===== src/rtl/tdf_pkg.sv =====
// ---------------------------------------------------------------------------
// Trial division factorizer package
// Shared widths for the factorizer, its divider and its channel interfaces.
// ---------------------------------------------------------------------------
package tdf_pkg;

    localparam int DEF_VALUE_WIDTH = 64;
    localparam int FACTOR_WIDTH    = 64;

endpackage


===== src/rtl/tdf_if.sv =====
// ---------------------------------------------------------------------------
// Trial division factorizer channels
// Valid/ready interfaces for the input number and the factor items.
// ---------------------------------------------------------------------------
interface tdf_in_if #(
    parameter int VALUE_WIDTH = tdf_pkg::DEF_VALUE_WIDTH
);
    logic                   valid;
    logic                   ready;
    logic [VALUE_WIDTH-1:0] value;

    modport source (output valid, output value, input ready);
    modport sink   (input valid, input value, output ready);
endinterface

interface tdf_out_if;
    logic                             valid;
    logic                             ready;
    logic [tdf_pkg::FACTOR_WIDTH-1:0] factor;
    logic                             last;
    logic                             no_factor;

    modport source (output valid, output factor, output last, output no_factor, input ready);
    modport sink   (input valid, input factor, input last, input no_factor, output ready);
endinterface


===== src/rtl/tdf_divider.sv =====
// ---------------------------------------------------------------------------
// Trial division factorizer divider
// Restoring divider that retires one quotient bit per cycle.
// ---------------------------------------------------------------------------
module tdf_divider #(
    parameter int VALUE_WIDTH = tdf_pkg::DEF_VALUE_WIDTH,
    parameter int DIV_WIDTH   = (tdf_pkg::DEF_VALUE_WIDTH + 1) / 2 + 1
) (
    input  logic                   i_clk,
    input  logic                   i_rst_n,
    input  logic                   i_start,
    input  logic [VALUE_WIDTH-1:0] i_dividend,
    input  logic [DIV_WIDTH-1:0]   i_divisor,
    output logic                   o_done,
    output logic [VALUE_WIDTH-1:0] o_quotient,
    output logic [DIV_WIDTH-1:0]   o_remainder
);
    import tdf_pkg::*;

    localparam int CW = (VALUE_WIDTH > 1) ? $clog2(VALUE_WIDTH) : 1;

    logic                   r_busy;
    logic                   r_done;
    logic [CW-1:0]          r_cnt;
    logic [VALUE_WIDTH-1:0] r_quo;
    logic [DIV_WIDTH-1:0]   r_rem;
    logic [DIV_WIDTH-1:0]   r_dvs;
    logic [DIV_WIDTH:0]     w_shift;
    logic [DIV_WIDTH:0]     w_diff;
    logic                   w_ge;

    assign w_shift = {r_rem, r_quo[VALUE_WIDTH-1]};
    assign w_ge    = w_shift >= {1'b0, r_dvs};
    assign w_diff  = w_shift - {1'b0, r_dvs};

    always_ff @(posedge i_clk) begin
        if (!i_rst_n) begin
            r_busy <= 1'b0;
            r_done <= 1'b0;
            r_cnt  <= '0;
        end else begin
            r_done <= 1'b0;
            if (i_start) begin
                r_busy <= 1'b1;
                r_cnt  <= CW'(VALUE_WIDTH - 1);
            end else if (r_busy) begin
                r_cnt <= r_cnt - CW'(1);
                if (r_cnt == '0) begin
                    r_busy <= 1'b0;
                    r_done <= 1'b1;
                end
            end
        end
    end

    always_ff @(posedge i_clk) begin
        if (i_start) begin
            r_quo <= i_dividend;
            r_rem <= '0;
            r_dvs <= i_divisor;
        end else if (r_busy) begin
            r_quo <= {r_quo[VALUE_WIDTH-2:0], w_ge};
            r_rem <= w_ge ? w_diff[DIV_WIDTH-1:0] : w_shift[DIV_WIDTH-1:0];
        end
    end

    assign o_done      = r_done;
    assign o_quotient  = r_quo;
    assign o_remainder = r_rem;

endmodule


===== src/rtl/trial_division_factorizer.sv =====
// ---------------------------------------------------------------------------
// Trial division factorizer
// Splits an unsigned number into its prime factors in ascending order.
// ---------------------------------------------------------------------------
// Each accepted number yields its prime factors in ascending order with
// repeats, one item per factor, the final one flagged by last; an input of
// zero or one yields a single item with factor zero and no_factor set. The
// block takes one number at a time and raises ready only when it is idle.
// Every trial is a compare in the check state, a division in the shared
// restoring divider (one quotient bit per cycle) and a step to take its
// result. The divisors run 2 and then every odd number while their square
// stays at or below the cofactor, and a divisor that divides is tried again
// on the quotient. Each item is handed to the output register, and the
// search waits while that register is held full.
module trial_division_factorizer #(
    parameter int VALUE_WIDTH = tdf_pkg::DEF_VALUE_WIDTH
) (
    input  logic      i_clk,
    input  logic      i_rst_n,
    tdf_in_if.sink    i_in,
    tdf_out_if.source o_out
);
    import tdf_pkg::*;

    localparam int DW = (VALUE_WIDTH + 1) / 2 + 1;
    localparam int SW = VALUE_WIDTH + 1;

    localparam logic [1:0] S_IDLE  = 2'd0;
    localparam logic [1:0] S_CHECK = 2'd1;
    localparam logic [1:0] S_DIV   = 2'd2;
    localparam logic [1:0] S_PUSH  = 2'd3;

    logic [1:0]              r_state,    n_state;
    logic [VALUE_WIDTH-1:0]  r_cof,      n_cof;
    logic [DW-1:0]           r_dvs,      n_dvs;
    logic [SW-1:0]           r_sq,       n_sq;
    logic [FACTOR_WIDTH-1:0] r_pend_fac, n_pend_fac;
    logic                    r_pend_last, n_pend_last;
    logic                    r_pend_nf,  n_pend_nf;
    logic                    r_ovalid,   n_ovalid;
    logic [FACTOR_WIDTH-1:0] r_ofac,     n_ofac;
    logic                    r_olast,    n_olast;
    logic                    r_onf,      n_onf;

    logic                    w_sq_ok;
    logic                    w_start;
    logic                    w_div_done;
    logic [VALUE_WIDTH-1:0]  w_quo;
    logic [DW-1:0]           w_rem;
    logic                    w_out_free;

    assign w_sq_ok    = r_sq <= {1'b0, r_cof};
    assign w_start    = (r_state == S_CHECK) && w_sq_ok;
    assign w_out_free = !r_ovalid || o_out.ready;

    tdf_divider #(
        .VALUE_WIDTH (VALUE_WIDTH),
        .DIV_WIDTH   (DW)
    ) u_div (
        .i_clk       (i_clk),
        .i_rst_n     (i_rst_n),
        .i_start     (w_start),
        .i_dividend  (r_cof),
        .i_divisor   (r_dvs),
        .o_done      (w_div_done),
        .o_quotient  (w_quo),
        .o_remainder (w_rem)
    );

    always_comb begin
        n_state     = r_state;
        n_cof       = r_cof;
        n_dvs       = r_dvs;
        n_sq        = r_sq;
        n_pend_fac  = r_pend_fac;
        n_pend_last = r_pend_last;
        n_pend_nf   = r_pend_nf;
        n_ovalid    = r_ovalid;
        n_ofac      = r_ofac;
        n_olast     = r_olast;
        n_onf       = r_onf;
        if (r_ovalid && o_out.ready) begin
            n_ovalid = 1'b0;
        end
        unique case (r_state)
            S_IDLE: begin
                if (i_in.valid) begin
                    if (i_in.value < VALUE_WIDTH'(2)) begin
                        n_pend_fac  = '0;
                        n_pend_last = 1'b1;
                        n_pend_nf   = 1'b1;
                        n_state     = S_PUSH;
                    end else begin
                        n_cof   = i_in.value;
                        n_dvs   = DW'(2);
                        n_sq    = SW'(4);
                        n_state = S_CHECK;
                    end
                end
            end
            S_CHECK: begin
                if (w_sq_ok) begin
                    n_state = S_DIV;
                end else if (r_cof > VALUE_WIDTH'(1)) begin
                    n_pend_fac  = FACTOR_WIDTH'(r_cof);
                    n_pend_last = 1'b1;
                    n_pend_nf   = 1'b0;
                    n_state     = S_PUSH;
                end else begin
                    n_state = S_IDLE;
                end
            end
            S_DIV: begin
                if (w_div_done) begin
                    if (w_rem == '0) begin
                        n_cof       = w_quo;
                        n_pend_fac  = FACTOR_WIDTH'(r_dvs);
                        n_pend_last = (w_quo == VALUE_WIDTH'(1));
                        n_pend_nf   = 1'b0;
                        n_state     = S_PUSH;
                    end else begin
                        if (r_dvs == DW'(2)) begin
                            n_dvs = DW'(3);
                            n_sq  = SW'(9);
                        end else begin
                            n_dvs = r_dvs + DW'(2);
                            n_sq  = r_sq + SW'({r_dvs, 2'b00}) + SW'(4);
                        end
                        n_state = S_CHECK;
                    end
                end
            end
            S_PUSH: begin
                if (w_out_free) begin
                    n_ovalid = 1'b1;
                    n_ofac   = r_pend_fac;
                    n_olast  = r_pend_last;
                    n_onf    = r_pend_nf;
                    n_state  = r_pend_last ? S_IDLE : S_CHECK;
                end
            end
            default: begin
                n_state = S_IDLE;
            end
        endcase
    end

    always_ff @(posedge i_clk) begin
        if (!i_rst_n) begin
            r_state  <= S_IDLE;
            r_ovalid <= 1'b0;
            r_cof    <= '0;
            r_dvs    <= DW'(2);
            r_sq     <= SW'(4);
        end else begin
            r_state  <= n_state;
            r_ovalid <= n_ovalid;
            r_cof    <= n_cof;
            r_dvs    <= n_dvs;
            r_sq     <= n_sq;
        end
    end

    always_ff @(posedge i_clk) begin
        r_pend_fac  <= n_pend_fac;
        r_pend_last <= n_pend_last;
        r_pend_nf   <= n_pend_nf;
        r_ofac      <= n_ofac;
        r_olast     <= n_olast;
        r_onf       <= n_onf;
    end

    assign i_in.ready      = (r_state == S_IDLE);
    assign o_out.valid     = r_ovalid;
    assign o_out.factor    = r_ofac;
    assign o_out.last      = r_olast;
    assign o_out.no_factor = r_onf;

    a_nf_is_last: assert property (@(posedge i_clk) disable iff (!i_rst_n)
        (o_out.valid && o_out.no_factor) |-> (o_out.last && o_out.factor == '0))
        else $error("An item without factor must be the last one.");

    a_factor_min: assert property (@(posedge i_clk) disable iff (!i_rst_n)
        (o_out.valid && !o_out.no_factor) |-> (o_out.factor >= FACTOR_WIDTH'(2)))
        else $error("A factor item carries a value below two.");

    a_div_in_state: assert property (@(posedge i_clk) disable iff (!i_rst_n)
        w_div_done |-> (r_state == S_DIV))
        else $error("Divider finished outside the divide state.");

    a_sq_tracks: assert property (@(posedge i_clk) disable iff (!i_rst_n)
        (r_state == S_CHECK) |-> (r_dvs >= DW'(2) && r_sq >= SW'(4)))
        else $error("Trial divisor or its square fell below the start value.");

endmodule

===== src/flat_wrapper.sv =====
// flat-port wrapper written by rule: the top's interface ports become plain ports
module trial_division_factorizer_flat import tdf_pkg::*;
#(
    parameter int VALUE_WIDTH = tdf_pkg::DEF_VALUE_WIDTH
)
  (i_clk, i_rst_n, i_in_valid, i_in_value, i_in_ready, o_out_valid, o_out_factor, o_out_last, o_out_no_factor, o_out_ready);
  tdf_in_if #(.VALUE_WIDTH(VALUE_WIDTH)) i_in_i ();
  tdf_out_if o_out_i ();
  input  logic i_clk;
  input  logic i_rst_n;
  input wire logic [$bits(i_in_i.valid)-1:0] i_in_valid;
  input wire logic [$bits(i_in_i.value)-1:0] i_in_value;
  output wire logic [$bits(i_in_i.ready)-1:0] i_in_ready;
  output wire logic [$bits(o_out_i.valid)-1:0] o_out_valid;
  output wire logic [$bits(o_out_i.factor)-1:0] o_out_factor;
  output wire logic [$bits(o_out_i.last)-1:0] o_out_last;
  output wire logic [$bits(o_out_i.no_factor)-1:0] o_out_no_factor;
  input wire logic [$bits(o_out_i.ready)-1:0] o_out_ready;
  assign i_in_i.valid = i_in_valid;
  assign i_in_i.value = i_in_value;
  assign i_in_ready = i_in_i.ready;
  assign o_out_valid = o_out_i.valid;
  assign o_out_factor = o_out_i.factor;
  assign o_out_last = o_out_i.last;
  assign o_out_no_factor = o_out_i.no_factor;
  assign o_out_i.ready = o_out_ready;
  trial_division_factorizer #(.VALUE_WIDTH(VALUE_WIDTH)) u_core (.i_clk(i_clk), .i_rst_n(i_rst_n), .i_in(i_in_i), .o_out(o_out_i));
endmodule

===== config.mk =====
export PLATFORM = sky130hd
export DESIGN_NAME = trial_division_factorizer_flat
export DESIGN_NICKNAME = d
export VERILOG_FILES = /design/src/rtl/tdf_pkg.sv /design/src/rtl/tdf_if.sv /design/src/rtl/tdf_divider.sv /design/src/rtl/trial_division_factorizer.sv /design/src/flat_wrapper.sv
export SDC_FILE = /design/constraint.sdc
export NUM_CORES = 1
export LEC_CHECK = 0
export BUFFER_PORTS_ARGS = -buffer_cell sky130_fd_sc_hd__buf_4
export CELL_PAD_IN_SITES_DETAIL_PLACEMENT = 0
export CELL_PAD_IN_SITES_GLOBAL_PLACEMENT = 1
export CORE_MARGIN = 5
export CORE_UTILIZATION = 50
export DETAILED_ROUTE_END_ITERATION = 10
export GPL_TIMING_DRIVEN = 1
export PLACE_DENSITY = 0.88
export SKIP_LAST_GASP = 1
export SYNTH_ARGS = -nofsm -noshare
export SYNTH_HDL_FRONTEND = slang
export SYNTH_HIERARCHICAL = 1
export SYNTH_SLANG_ARGS = --single-unit

===== constraint.sdc =====
create_clock -name i_clk -period 14.24 [get_ports i_clk]
set_clock_uncertainty 0.2 [all_clocks]
set_input_delay 1.424 -clock i_clk [delete_from_list [all_inputs] [get_ports i_clk]]
set_output_delay 1.424 -clock i_clk [all_outputs]
set_load 0.01 [all_outputs]

==> reports/qor.txt <==
Status: finished, final reports clean
Clock slew at reported path FFs: 0.06 ns
Wire length per cell: 23.1 µm
Static Leak: 11.1 nW
Inst Count DP: 2923
Most frequent cells in the layout: edfxtp_1, dfxtp_1, ha_1, nor2_1, nand2_1
Die X: 227 µm
IO Count: 136
# rows: 79
Initial DRC count: 1904
Logic pwr share: 38.7%
Fillers: 3916
Mapped Cells: 2267
Critical Path Fanout Max: 70
P&R area growth vs syn: 13.9%
Worst skew pair latency: 0.60 ns
Commonest non-fill, non-tap cell in the layout: edfxtp_1
Netlist Area Pre-Place: 23500 µm²
Crit Path Class: register to register
Sequential area share after synthesis: 46.8%
H-Tree Depth: 2
PostCTS Resize Cnt: 0
Routed WL: 69600 µm
Req. time, crit path: 14.38 ns
Bufs on Longest Clock Path: 3
Post-synth ARST share: 0%
Crit Reg-Reg Startpoint: u_core/r_cof[42]
Initial antenna violation count: 3
Worst slew margin: 24.2%
Worst Reg-to-Reg Cells: 14
Largest cells by area after synthesis: edfxtp_1, dfxtp_1, ha_1
P_int: 3.46 mW
Clock Root Buffer: clkbuf_16
Post-synth EDFFs: 229
Slew Viols, Final: 0
Seq cells post-synth: 434
RSZ-0062 raised after global routing: no
Net switching power: 2.26 mW
Synth Net Count: 2506
Hold_buf cts: 0
Element type at the critical path start: register
Hold wc startpoint: u_core/r_pend_fac[27]
Via/cell ratio: 6.21
Total negative setup slack: 0 ns
Post-synth top area cell: edfxtp_1
Hold depth: 0
Avg Synthesized Cell Area: 10.4 µm²
Hold Vio Cnt, Final: 0
Core area: 46500 µm²
Grt ovf: 0
CTS tree: built
Fmax: 188 MHz
Sw frac: 39.5%
Worst path arrival time: 5.45 ns
Global-route wire length before repair: 106000 µm
PwrDens: 214 nW/µm²
Final Util: 57.5%
CTS sink cnt: 434
Reg2reg setup slack: 8.92 ns
Final period utilization: 37.3%
Final setup viols: 0
Routed Antenna Nets: 0
Crit path time final: 5.32 ns
Starting Density: 50.5%
Sequential share of power: 37.5%
Vias in the first global route: 17863
RD Place Congestion: 0.960
CP Capture Type: register
Post-synth top area share: 29.3%
Drt pass-1 iters: 6
Share of power burned in the clock network: 23.8%
Reg2reg end: u_core/u_div/o_quotient[22]
All-Layer GR Usage: 26.4%
Buffers added on ports: 135
Worst Hold End: u_core/o_out.factor[27]
Netlist cell types: 78
Final HPWL DP: 50700 µm
Largest net degree at the start of global routing: 85
Via count: 18706
Post-synth top flop: edfxtp_1
Ys Warns: 6
Layout cell share with drive strength beyond 1: 13.4%
Nets: 2602
Total die area: 51400 µm²
Post-CTS setup buffers: 0
Max-cap violations: 0
Die height: 227 µm
Inserted Clock Buffers: 45
Cell Count, Final, Fillers Out: 3010
VDD IR max: 186 µV
Tightest Pin Transition: 1.13 ns
Residual DRC: 0
Hold Path Class: register to register
how the worst max path moves through the flow:
stage,slack (ns),from,cells past startpoint,to
after floorplan,6.41,i_in_value[45],5,u_core/r_pend_fac[0]
after global placement,8.97,i_in_value[50],11,u_core/r_sq[56]
after detailed placement,8.85,i_in_value[50],11,u_core/r_sq[62]
after CTS,9.04,u_core/r_cof[42],14,u_core/u_div/o_quotient[22]
after global routing,8.71,u_core/r_cof[42],14,u_core/u_div/o_quotient[22]
final,8.92,u_core/r_cof[42],14,u_core/u_div/o_quotient[22]
state kept, by name, indices dropped and copies added (netlist names), 2 cells and up:
register	flops
u_core/u_div/r_dvs	33
u_core/r_pend_fac	64
u_core/u_div/r_cnt	6
u_core/r_sq	64
u_core/u_div/o_remainder	33
u_core/r_dvs	33
u_core/r_cof	64
u_core/u_div/o_quotient	64
u_core/o_out.factor	64
u_core/r_state	2
metal layers:
metal,global-route usage [%],routed length [µm],up-vias
met3,4.19,5270,160
met4,9.70,2720,0
met1,37.9,30700,9115
li1,-,-,8640
met2,40.6,30900,791
met5,0,0,-
cell type report:
class | instances | area [µm²] | area share (%)
inverters | 137 | 514 | 1.92
multi-input cells | 1593 | 11600 | 43.4
diodes | 3 | 7.51 | 0.0281
well taps | 607 | 759 | 2.84
clock inverters | 29 | 512 | 1.92
clock buffers | 55 | 1200 | 4.50
repair buffers | 152 | 1140 | 4.27
flip-flops and latches | 434 | 11000 | 41.1
cell families after synthesis:
family / after synthesis / share of synthesized area (%)
AND/OR/NAND/NOR: 681 / 14.6
XOR/XNOR: 86 / 3.21
buffers and inverters: 240 / 3.99
AO/OA/AOI/OAI: 505 / 15.4
flip-flops: 434 / 46.8
adder cells (fa/ha/maj): 171 / 9.18
multiplexers: 150 / 6.74
critical path, stage by stage, from the launching register on:
cell and delay (ns):
dfxtp_1 0.45, inv_1 0.08, ha_1 0.31, a21o_1 0.19
a21o_1 0.18, a21oi_1 0.15, o211ai_1 0.11, o211ai_1 0.15
a21oi_1 0.19, nor4_1 0.62, nor2_1 0.23, nor2b_4 0.28
buf_4 0.59, buf_4 0.83, mux2_2 0.42
power groups by stage:
stage                     clock network [mW]  registers, mW  logic [mW]
after global routing                    1.43           2.17        2.40
final                                   1.36           2.14        2.22
after CTS                               1.38           2.13        2.19
after detailed placement                   0           2.15        2.17
after global placement                     0           2.14        2.13
after floorplan                            0           2.03        1.63
metrics by stage:
step	setup WS, ns	area (µm²)	total power, mW	hold slack, ns
floorplan	6.41	23500	3.66	0.200
global placement	8.97	25000	4.26	0.204
detailed placement	8.85	25000	4.32	0.205
CTS	9.04	26700	5.69	0.218
global route	8.71	26700	6.00	0.224
finish	8.92	26700	5.72	0.219
synthesized netlist by cell type (all sizes together), types with 14 or more instances:
master  number
o21ai       78
and3        61
ha         169
mux2        64
nand3       42
nor2       165
xor2        45
inv        136
a21boi      17
a21o        52
a22oi       53
buf         14
nor4        66
mux2i       86
o211a       64
or3         19
a21oi      102
xnor2       41
a211oi      27
nand4       40
nand2b      17
nor3        18
o31ai       15
dfxtp      205
nor2b       43
nand2      166
clkbuf      89
edfxtp     229
Power figures use the tool's default switching activity.
